==> src/rtl/core/sgpf_pkg.sv <==
`timescale 1ns / 1ps
// ----------------------------------------------------------------------------
// sgpf_pkg
// Types and constants shared by the grazing-point filter modules.
// ----------------------------------------------------------------------------
package sgpf_pkg;

  localparam int RANGE_W     = 16;
  localparam int STATUS_W    = 2;
  localparam int REG_W       = 17;
  localparam int CFG_INDEX_W = 1;
  localparam int NDIG_W      = 3;

  // register indexes
  localparam logic [CFG_INDEX_W-1:0] REG_THRESHOLD_SQ = 1'b0;
  localparam logic [CFG_INDEX_W-1:0] REG_COS_SQ_STEP  = 1'b1;

  localparam logic [REG_W-1:0] ONE_Q16           = 17'h10000;
  localparam logic [REG_W-1:0] THRESHOLD_SQ_RST  = 17'd45148;
  localparam logic [REG_W-1:0] COS_SQ_STEP_RST   = 17'd65535;

  // digit counts of the fixed-width multiplier operands (8-bit digits)
  localparam logic [NDIG_W-1:0] DIG_Q16 = 3'd3;   // 17-bit operand
  localparam logic [NDIG_W-1:0] DIG_K   = 3'd5;   // 33-bit operand

  localparam logic [STATUS_W-1:0] STATUS_KEPT       = 2'd0;
  localparam logic [STATUS_W-1:0] STATUS_REMOVED    = 2'd1;
  localparam logic [STATUS_W-1:0] STATUS_NOT_FINITE = 2'd2;

  typedef enum logic [3:0] {
    ST_IDLE,
    ST_SQ_A,
    ST_SQ_B,
    ST_DIFF_SQ,
    ST_LHS,
    ST_CROSS,
    ST_TU,
    ST_RHS,
    ST_FINISH
  } state_t;

  typedef struct packed {
    logic              start;
    logic [NDIG_W-1:0] ndig;
  } mul_ctrl_t;

endpackage

==> src/rtl/core/sgpf_beam_if.sv <==
`timescale 1ns / 1ps
// ----------------------------------------------------------------------------
// sgpf_beam_if
// Input channel: one lidar beam per transfer.
// ----------------------------------------------------------------------------
interface sgpf_beam_if;
  logic                         valid;
  logic                         ready;
  logic [sgpf_pkg::RANGE_W-1:0] range_mm;
  logic                         finite;
  logic                         scan_end;

  modport source (output valid, range_mm, finite, scan_end, input ready);
  modport sink   (input valid, range_mm, finite, scan_end, output ready);
endinterface

==> src/rtl/core/sgpf_result_if.sv <==
`timescale 1ns / 1ps
// ----------------------------------------------------------------------------
// sgpf_result_if
// Output channel: one judged beam per transfer.
// ----------------------------------------------------------------------------
interface sgpf_result_if;
  logic                          valid;
  logic                          ready;
  logic [sgpf_pkg::RANGE_W-1:0]  range_out;
  logic [sgpf_pkg::STATUS_W-1:0] status;
  logic                          last;

  modport source (output valid, range_out, status, last, input ready);
  modport sink   (input valid, range_out, status, last, output ready);
endinterface

==> src/rtl/core/scan_grazing_point_filter.sv <==
`timescale 1ns / 1ps
// ----------------------------------------------------------------------------
// scan_grazing_point_filter
// Marks a lidar beam removed when the segment to the next beam runs nearly
// along the line of sight. Test: 2^16*d^2*(1-t) > 4*t*(1-c)*a^2*b^2,
// d = b^2 - a^2, evaluated exactly on one shared 8-bit-digit multiplier.
// ----------------------------------------------------------------------------
// Sequence: an item that needs the grazing test makes seven passes through
//   the shared multiplier (SQ_A, SQ_B, DIFF_SQ, LHS, CROSS, TU, RHS) before
//   FINISH fills the output slots; other items go from IDLE to FINISH.
// Throughput: one item at a time; the next is taken once both output slots
//   have drained (one result transfer per cycle while the sink is ready).
// Reset: synchronous; no beam held, registers at their documented defaults.
// ----------------------------------------------------------------------------
module scan_grazing_point_filter #(
  parameter int RANGE_BITS = 16
) (
  input  logic                                 clk,
  input  logic                                 rst,
  sgpf_beam_if.sink                            beam_in,
  sgpf_result_if.source                        result_out,
  input  logic                                 cfg_we,
  input  logic [sgpf_pkg::CFG_INDEX_W-1:0]     cfg_index,
  input  logic [sgpf_pkg::REG_W-1:0]           cfg_data
);

  localparam int R      = RANGE_BITS;
  localparam int XW     = 4 * R;
  localparam int DR     = (R + 7) / 8;
  localparam int D2R    = (2 * R + 7) / 8;
  localparam int YDIG   = (D2R > 5) ? D2R : 5;
  localparam int YW     = 8 * YDIG;
  localparam int PW     = 4 * R + 33;
  localparam int CW     = 4 * R + 35;
  localparam int SH_R   = YW - 8 * DR;
  localparam int SH_2R  = YW - 8 * D2R;
  localparam int SH_Q16 = YW - 24;
  localparam int SH_K   = YW - 40;

  // configuration, stored clamped to 1.0
  logic [sgpf_pkg::REG_W-1:0] thr;
  logic [sgpf_pkg::REG_W-1:0] cos_sq;
  logic [sgpf_pkg::REG_W-1:0] cfg_clamped;

  // beam state
  logic                         held_present;
  logic                         held_finite;
  logic [sgpf_pkg::RANGE_W-1:0] held_range;
  logic [sgpf_pkg::RANGE_W-1:0] cur_range;
  logic                         cur_finite;
  logic                         cur_end;

  // output slots: slot0 the judged held beam, slot1 the final beam
  logic                          v0;
  logic                          v1;
  logic [sgpf_pkg::RANGE_W-1:0]  s0_range;
  logic [sgpf_pkg::STATUS_W-1:0] s0_status;
  logic [sgpf_pkg::STATUS_W-1:0] held_status;

  // datapath
  sgpf_pkg::state_t    state;
  sgpf_pkg::state_t    state_next;
  sgpf_pkg::mul_ctrl_t mctl;
  logic                op_busy;
  logic                mul_done;
  logic [PW-1:0]       prod;
  logic [XW-1:0]       mx;
  logic [YW-1:0]       my;
  logic [R-1:0]        a;
  logic [R-1:0]        b;
  logic [2*R-1:0]      a2;
  logic [2*R-1:0]      b2_new;
  logic [2*R-1:0]      b2_hold;
  logic [2*R-1:0]      diff;
  logic [XW-1:0]       psq;
  logic [XW+16:0]      lhs;
  logic [XW-1:0]       q;
  logic [32:0]         k;
  logic                removed;
  logic [sgpf_pkg::REG_W-1:0] w_thr;
  logic [sgpf_pkg::REG_W-1:0] u_cos;
  logic                in_xfer;
  logic                out_xfer;

  assign a      = R'(held_range);
  assign b      = R'(cur_range);
  assign w_thr  = sgpf_pkg::ONE_Q16 - thr;
  assign u_cos  = sgpf_pkg::ONE_Q16 - cos_sq;
  assign b2_new = prod[2*R-1:0];

  assign beam_in.ready = (state == sgpf_pkg::ST_IDLE) && !v0 && !v1;
  assign in_xfer       = beam_in.valid && beam_in.ready;

  assign cfg_clamped = (cfg_data > sgpf_pkg::ONE_Q16) ? sgpf_pkg::ONE_Q16 : cfg_data;

  always_ff @(posedge clk) begin
    if (rst) begin
      thr    <= sgpf_pkg::THRESHOLD_SQ_RST;
      cos_sq <= sgpf_pkg::COS_SQ_STEP_RST;
    end else if (cfg_we) begin
      unique case (cfg_index)
        sgpf_pkg::REG_THRESHOLD_SQ: thr    <= cfg_clamped;
        sgpf_pkg::REG_COS_SQ_STEP:  cos_sq <= cfg_clamped;
        default: ;
      endcase
    end
  end

  sgpf_mul_unit #(.RANGE_BITS(RANGE_BITS)) u_mul (
    .clk  (clk),
    .rst  (rst),
    .ctrl (mctl),
    .x    (mx),
    .y    (my),
    .done (mul_done),
    .prod (prod)
  );

  always_ff @(posedge clk) begin
    if (rst) begin
      state   <= sgpf_pkg::ST_IDLE;
      op_busy <= 1'b0;
    end else begin
      state <= state_next;
      if (mctl.start) begin
        op_busy <= 1'b1;
      end else if (mul_done) begin
        op_busy <= 1'b0;
      end
    end
  end

  // sequencer: each multiply state issues once, then waits for done
  always_comb begin
    state_next = state;
    mctl       = '0;
    mx         = '0;
    my         = '0;
    unique case (state)
      sgpf_pkg::ST_IDLE: begin
        if (in_xfer) begin
          if (held_present && held_finite && beam_in.finite) begin
            state_next = sgpf_pkg::ST_SQ_A;
          end else begin
            state_next = sgpf_pkg::ST_FINISH;
          end
        end
      end
      sgpf_pkg::ST_SQ_A: begin
        mx        = XW'(a);
        my        = YW'(a) << SH_R;
        mctl.ndig = sgpf_pkg::NDIG_W'(DR);
        if (mul_done) state_next = sgpf_pkg::ST_SQ_B;
      end
      sgpf_pkg::ST_SQ_B: begin
        mx        = XW'(b);
        my        = YW'(b) << SH_R;
        mctl.ndig = sgpf_pkg::NDIG_W'(DR);
        if (mul_done) state_next = sgpf_pkg::ST_DIFF_SQ;
      end
      sgpf_pkg::ST_DIFF_SQ: begin
        mx        = XW'(diff);
        my        = YW'(diff) << SH_2R;
        mctl.ndig = sgpf_pkg::NDIG_W'(D2R);
        if (mul_done) state_next = sgpf_pkg::ST_LHS;
      end
      sgpf_pkg::ST_LHS: begin
        mx        = psq;
        my        = YW'(w_thr) << SH_Q16;
        mctl.ndig = sgpf_pkg::DIG_Q16;
        if (mul_done) state_next = sgpf_pkg::ST_CROSS;
      end
      sgpf_pkg::ST_CROSS: begin
        mx        = XW'(a2);
        my        = YW'(b2_hold) << SH_2R;
        mctl.ndig = sgpf_pkg::NDIG_W'(D2R);
        if (mul_done) state_next = sgpf_pkg::ST_TU;
      end
      sgpf_pkg::ST_TU: begin
        mx        = XW'(thr);
        my        = YW'(u_cos) << SH_Q16;
        mctl.ndig = sgpf_pkg::DIG_Q16;
        if (mul_done) state_next = sgpf_pkg::ST_RHS;
      end
      sgpf_pkg::ST_RHS: begin
        mx        = q;
        my        = YW'(k) << SH_K;
        mctl.ndig = sgpf_pkg::DIG_K;
        if (mul_done) state_next = sgpf_pkg::ST_FINISH;
      end
      sgpf_pkg::ST_FINISH: begin
        state_next = sgpf_pkg::ST_IDLE;
      end
      default: begin
        state_next = sgpf_pkg::ST_IDLE;
      end
    endcase
    mctl.start = (state != sgpf_pkg::ST_IDLE) && (state != sgpf_pkg::ST_FINISH) && !op_busy;
  end

  // product captures
  always_ff @(posedge clk) begin
    if (mul_done) begin
      unique case (state)
        sgpf_pkg::ST_SQ_A: a2 <= prod[2*R-1:0];
        sgpf_pkg::ST_SQ_B: begin
          b2_hold <= b2_new;
          diff    <= (b2_new > a2) ? b2_new - a2 : a2 - b2_new;
        end
        sgpf_pkg::ST_DIFF_SQ: psq <= prod[XW-1:0];
        sgpf_pkg::ST_LHS:     lhs <= prod[XW+16:0];
        sgpf_pkg::ST_CROSS:   q   <= prod[XW-1:0];
        sgpf_pkg::ST_TU:      k   <= prod[32:0];
        sgpf_pkg::ST_RHS:     removed <= (CW'({lhs, 16'd0}) > {prod, 2'd0});
        default: ;
      endcase
    end
  end

  always_comb begin
    if (!held_finite) begin
      held_status = sgpf_pkg::STATUS_NOT_FINITE;
    end else if (cur_finite && removed) begin
      held_status = sgpf_pkg::STATUS_REMOVED;
    end else begin
      held_status = sgpf_pkg::STATUS_KEPT;
    end
  end

  always_ff @(posedge clk) begin
    if (in_xfer) begin
      cur_range  <= beam_in.range_mm;
      cur_finite <= beam_in.finite;
      cur_end    <= beam_in.scan_end;
    end
    if (state == sgpf_pkg::ST_FINISH) begin
      s0_range  <= held_range;
      s0_status <= held_status;
    end
  end

  assign out_xfer = result_out.valid && result_out.ready;

  always_ff @(posedge clk) begin
    if (rst) begin
      held_present <= 1'b0;
      held_finite  <= 1'b0;
      held_range   <= '0;
      v0           <= 1'b0;
      v1           <= 1'b0;
    end else if (state == sgpf_pkg::ST_FINISH) begin
      // slots are empty here: an item is only taken with both drained
      v0 <= held_present;
      v1 <= cur_end;
      if (cur_end) begin
        held_present <= 1'b0;
        held_finite  <= 1'b0;
        held_range   <= '0;
      end else begin
        held_present <= 1'b1;
        held_finite  <= cur_finite;
        held_range   <= cur_range;
      end
    end else if (out_xfer) begin
      if (v0) begin
        v0 <= 1'b0;
      end else begin
        v1 <= 1'b0;
      end
    end
  end

  assign result_out.valid     = v0 || v1;
  assign result_out.range_out = v0 ? s0_range : cur_range;
  assign result_out.status    = v0 ? s0_status
                              : (cur_finite ? sgpf_pkg::STATUS_KEPT
                                            : sgpf_pkg::STATUS_NOT_FINITE);
  assign result_out.last      = !v0;

endmodule

==> src/rtl/core/sgpf_mul_unit.sv <==
`timescale 1ns / 1ps
// ----------------------------------------------------------------------------
// sgpf_mul_unit
// Shared multiplier: wide x times y, one 8-bit digit of y per cycle, MSB
// first. y comes left-aligned; ndig digits are consumed.
// ----------------------------------------------------------------------------
module sgpf_mul_unit #(
  parameter int RANGE_BITS = 16,
  localparam int XW   = 4 * RANGE_BITS,
  localparam int D2R  = (2 * RANGE_BITS + 7) / 8,
  localparam int YDIG = (D2R > 5) ? D2R : 5,
  localparam int YW   = 8 * YDIG,
  localparam int PW   = 4 * RANGE_BITS + 33
) (
  input  logic                clk,
  input  logic                rst,
  input  sgpf_pkg::mul_ctrl_t ctrl,
  input  logic [XW-1:0]       x,
  input  logic [YW-1:0]       y,
  output logic                done,
  output logic [PW-1:0]       prod
);

  logic [XW-1:0]               x_reg;
  logic [YW-1:0]               y_reg;
  logic [PW-1:0]               acc;
  logic [sgpf_pkg::NDIG_W-1:0] cnt;
  logic                        busy;
  logic [XW+7:0]               partial;
  logic [PW-1:0]               acc_next;

  assign partial  = (XW+8)'(x_reg) * (XW+8)'(y_reg[YW-1 -: 8]);
  assign acc_next = {acc[PW-9:0], 8'd0} + PW'(partial);
  assign prod     = acc;

  always_ff @(posedge clk) begin
    if (rst) begin
      busy <= 1'b0;
      done <= 1'b0;
    end else begin
      done <= 1'b0;
      if (ctrl.start) begin
        busy <= 1'b1;
      end else if (busy && cnt == sgpf_pkg::NDIG_W'(1)) begin
        busy <= 1'b0;
        done <= 1'b1;
      end
    end
  end

  always_ff @(posedge clk) begin
    if (ctrl.start) begin
      x_reg <= x;
      y_reg <= y;
      acc   <= '0;
      cnt   <= ctrl.ndig;
    end else if (busy) begin
      acc   <= acc_next;
      y_reg <= {y_reg[YW-9:0], 8'd0};
      cnt   <= cnt - sgpf_pkg::NDIG_W'(1);
    end
  end

endmodule

==> src/flat_wrapper.sv <==
// flat-port wrapper written by rule: the top's interface ports become plain ports
module scan_grazing_point_filter_flat 
#(
  parameter int RANGE_BITS = 16
)
  (clk, rst, cfg_we, cfg_index, cfg_data, beam_in_valid, beam_in_range_mm, beam_in_finite, beam_in_scan_end, beam_in_ready, result_out_valid, result_out_range_out, result_out_status, result_out_last, result_out_ready);
  sgpf_beam_if beam_in_i ();
  sgpf_result_if result_out_i ();
  input  logic clk;
  input  logic rst;
  input  logic cfg_we;
  input  logic [sgpf_pkg::CFG_INDEX_W-1:0] cfg_index;
  input  logic [sgpf_pkg::REG_W-1:0] cfg_data;
  input wire logic [$bits(beam_in_i.valid)-1:0] beam_in_valid;
  input wire logic [$bits(beam_in_i.range_mm)-1:0] beam_in_range_mm;
  input wire logic [$bits(beam_in_i.finite)-1:0] beam_in_finite;
  input wire logic [$bits(beam_in_i.scan_end)-1:0] beam_in_scan_end;
  output wire logic [$bits(beam_in_i.ready)-1:0] beam_in_ready;
  output wire logic [$bits(result_out_i.valid)-1:0] result_out_valid;
  output wire logic [$bits(result_out_i.range_out)-1:0] result_out_range_out;
  output wire logic [$bits(result_out_i.status)-1:0] result_out_status;
  output wire logic [$bits(result_out_i.last)-1:0] result_out_last;
  input wire logic [$bits(result_out_i.ready)-1:0] result_out_ready;
  assign beam_in_i.valid = beam_in_valid;
  assign beam_in_i.range_mm = beam_in_range_mm;
  assign beam_in_i.finite = beam_in_finite;
  assign beam_in_i.scan_end = beam_in_scan_end;
  assign beam_in_ready = beam_in_i.ready;
  assign result_out_valid = result_out_i.valid;
  assign result_out_range_out = result_out_i.range_out;
  assign result_out_status = result_out_i.status;
  assign result_out_last = result_out_i.last;
  assign result_out_i.ready = result_out_ready;
  scan_grazing_point_filter #(.RANGE_BITS(RANGE_BITS)) u_core (.clk(clk), .rst(rst), .beam_in(beam_in_i), .result_out(result_out_i), .cfg_we(cfg_we), .cfg_index(cfg_index), .cfg_data(cfg_data));
endmodule
==> config.mk <==
export PLATFORM = sky130hd
export DESIGN_NAME = scan_grazing_point_filter_flat
export DESIGN_NICKNAME = d
export VERILOG_FILES = /design/src/rtl/core/sgpf_pkg.sv /design/src/rtl/core/sgpf_beam_if.sv /design/src/rtl/core/sgpf_result_if.sv /design/src/rtl/core/scan_grazing_point_filter.sv /design/src/rtl/core/sgpf_mul_unit.sv /design/src/flat_wrapper.sv
export SDC_FILE = /design/constraint.sdc
export NUM_CORES = 2
export LEC_CHECK = 0
export BUFFER_PORTS_ARGS = -buffer_cell sky130_fd_sc_hd__clkbuf_2
export CORE_UTILIZATION = 50
export CTS_CLUSTER_SIZE = 20
export DETAILED_ROUTE_END_ITERATION = 8
export GPL_TIMING_DRIVEN = 0
export PLACE_DENSITY = 0.65
export SYNTH_ARGS = -nofsm -noshare
export SYNTH_HDL_FRONTEND = slang
export SYNTH_SLANG_ARGS = --single-unit
==> constraint.sdc <==
create_clock -name clk -period 8.5 [get_ports clk]
set_clock_uncertainty 0.1 [all_clocks]
set_input_delay 0.425 -clock clk [delete_from_list [all_inputs] [get_ports clk]]
set_output_delay 0.425 -clock clk [all_outputs]
set_load 0.005 [all_outputs]
==> impl_metrics.py <==
metrics = {
    "status": {
        "status": "finished clean",
    },
    "timing": {
        "maxSlewViolCount": 0,
        "rsz0062_at_grt": "false",
        "worstMarginPinSlew_ns": 1.22,
        "hold_ws_ns": 0.0405,
        "slew_headroom_pct": 18.6,
        "finalSetupTns_ns": 0,
        "hold_viol": 0,
        "min_period_ns": 8.21,
        "period_share_pct": 96.6,
        "timing.fmax_ghz": 0.122,
        "setup_viol": 0,
    },
    "logic_synthesis": {
        "yosys.area.top_type_share_pct": 31.1,
        "syn_area_per_cell_um2": 10.5,
        "synth_ff_type": "edfxtp_1",
        "yosysSeqAreaShare_pct": 37.9,
        "synth_area_leaders": "edfxtp_1, fa_1, dfxtp_1, ha_1, and2_1",
        "synth-seq-cells": 640,
        "yosysTopAreaCell": "edfxtp_1",
        "synthDistinctLibCells": 85,
        "netlist_instances": 4418,
        "syn_area_um2": 46500,
        "synth_enable_flop_cells": 482,
        "syn-num-nets": 5143,
        "yosysWarnings": 0,
        "ys_async_sr_fraction_pct": 0,
    },
    "placement": {
        "placed_area_um2": 48500,
        "hpwl_um": 118000,
        "dp.cells": 5729,
        "portBuffers": 60,
        "gp_congestion": 1.01,
    },
    "final_layout": {
        "largest_reg_flops": 97,
        "nFillCells": 8040,
        "area.growth.synth_to_final_pct": 9.77,
        "antennaDiodeCount": 0,
        "final_cell_mix": "inv_1, edfxtp_1, fa_1",
        "fin_nets": 5300,
        "multi_input_area_um2": 25900,
        "layout.cells.non_filler": 5871,
        "drive_above_1_share_pct": 5.53,
        "layout_commonest_cell": "inv_1",
        "regArea_um2": 17600,
        "post-route-cell-area_um2": 51000,
    },
    "clocking": {
        "h-tree-depth": 3,
        "numCtsBuffers": 69,
        "clk_latency_ns": 0.62,
        "cts_root_buffer": "clkbuf_16",
        "cts_tree": "built",
        "ctsLongestPathBuffers": 3,
        "clkTransAtPathRegs_ns": 0.06,
        "cts_sinks": 640,
    },
    "worst_setup_path": {
        "r2r-start": "u_core.u_mul.y_reg[35]",
        "endpoint_kind": "flip-flop",
        "timing.rr.end": "u_core.u_mul.prod[91]",
        "start_kind": "flip-flop",
        "critPathMaxFanout": 10,
        "criticalPathCategory": "reg2reg",
        "reg2reg_depth": 19,
        "cp.arrival_ns": 8.57,
        "rrSetupSlack_ns": 0.29,
        "critical_path_required_ns": 8.86,
        "crit_path_start": "u_core.u_mul.y_reg[35]",
        "setup.worst_path.end": "u_core.u_mul.prod[91]",
    },
    "global_routing": {
        "grt_pass1_wl_um": 223000,
        "grt_pass1_vias": 34100,
        "track_usage_pct": 32.2,
        "gr-total-overflow": 0,
        "grt_max_degree": 65,
        "grt_antenna_before_repair": 4,
    },
    "min_path": {
        "min_path_type": "in2reg",
        "hold_depth": 3,
    },
    "drt": {
        "viasPerCell": 5.92,
        "dr.pass1.iters": 9,
        "wl_per_cell_um": 25.5,
        "dr_total_vias": 34700,
        "antenna_left": 0,
        "drt-initial-drc-count": 4511,
        "drc": 0,
        "finalWirelength_um": 150000,
    },
    "floorplan": {
        "die_h_um": 307,
        "die_x_um": 307,
        "core_area_um2": 91800,
        "start_util_pct": 50.6,
        "num_io_pins": 62,
        "die_area_um2": 94200,
        "placementRows": 111,
    },
    "pwr": {
        "ir_worst_vdd_mv": 0.184,
        "power_density_nw_per_um2": 309,
        "p_leak_uw": 0.0211,
    },
    "job": {
        "drv_cap": 0,
    },
}
kinds of logic after synthesis:
family,Yosys count,synth area share (%)
AOI/OAI and AO/OA,844,12.0
adders and majority gates,684,25.5
muxes,90,1.99
DFF,640,37.9
xor gates and xnor gates,137,2.58
and+or+nand+nor,1254,13.7
buffers and inverters,769,6.30
where the power goes:
group          internal, µW  leakage [µW]  switching, µW
Clock                  1750       0.00110           1280
Combinational          2940        0.0143           5410
Sequential             3830       0.00571            563
Total                  8520        0.0211           7250
final cells by class:
class / count / share of cell area (%)
plain buffers: 211 / 1.67
clock buffers: 91 / 3.75
clock inverters: 33 / 0.630
inverters: 553 / 4.07
multi-input cells: 3009 / 50.8
flip-flops and latches: 640 / 34.6
well taps: 1243 / 3.05
repair buffers: 91 / 1.41
metrics by stage:
stage / total power, µW / setup slack [ns] / util [%]
detailed placement: 12500 / 0.00310 / 52.9
floorplan: 9810 / 2.62 / -
finish: 15800 / 0.290 / 55.6
global route: 16700 / 0.0483 / 55.6
global placement: 12400 / -0.103 / 52.7
CTS: 15500 / 0.0369 / 55.5
cells in the mapped netlist (all sizes together) (31+ instances only):
| library cell | n |
|---|---|
| a21oi | 248 |
| edfxtp | 482 |
| nor3 | 47 |
| nand2 | 361 |
| o21ai | 143 |
| nand3 | 57 |
| a22oi | 72 |
| mux2i | 69 |
| a22o | 33 |
| nor2 | 224 |
| and2 | 356 |
| buf | 31 |
| fa | 437 |
| xnor2 | 87 |
| inv | 553 |
| a21o | 95 |
| ha | 247 |
| nand4 | 61 |
| clkbuf | 185 |
| dfxtp | 158 |
| xor2 | 50 |
| a222oi | 41 |
how the worst min path moves through the flow:
stage / start / slack (ns) / to
global placement: u_core.a[15] / 0.34 / u_core.s0_range[15]
global route: cfg_we / 0.06 / u_core.cos_sq[16]
floorplan: u_core.u_mul.prod[71] / 0.33 / u_core.lhs[71]
CTS: cfg_index / 0.008 / u_core.cos_sq[16]
detailed placement: u_core.a[15] / 0.34 / u_core.s0_range[15]
finish: cfg_we / 0.04 / u_core.cos_sq[16]
critical path, stage by stage, from the launching register on:
cell and delay (ns):
edfxtp_1 1.06, clkbuf_1 0.90, and2_1 0.27, fa_1 0.44, fa_1 0.49, fa_1 0.55, inv_1 0.05, fa_1 0.56
inv_1 0.05, ha_1 0.38, nand2_1 0.06, o21ai_0 0.30, o211ai_1 0.22, a211oi_1 0.66, nor3_1 0.28, o31ai_2 0.69
a41o_1 0.46, nand4_1 0.17, xnor2_1 0.23, o22ai_1 0.09
layer usage:
| layer | track usage (%) | wire, µm | vias up |
|---|---|---|---|
| li1 | - | - | 15400 |
| met1 | 48.5 | 65400 | 17400 |
| met2 | 46.4 | 63100 | 1710 |
| met3 | 6.85 | 16600 | 218 |
| met4 | 9.45 | 4540 | 4 |
| met5 | 0 | 27 | - |
timing repair:
action	in CTS	in global routing
gates resized for setup	0	4
setup endpoints to repair	3	20
endpoints found under the hold margin	19	0
gates cloned	0	0
buffers inserted	0	4
hold buffers	19	0
Power figures use the tool's default switching activity.
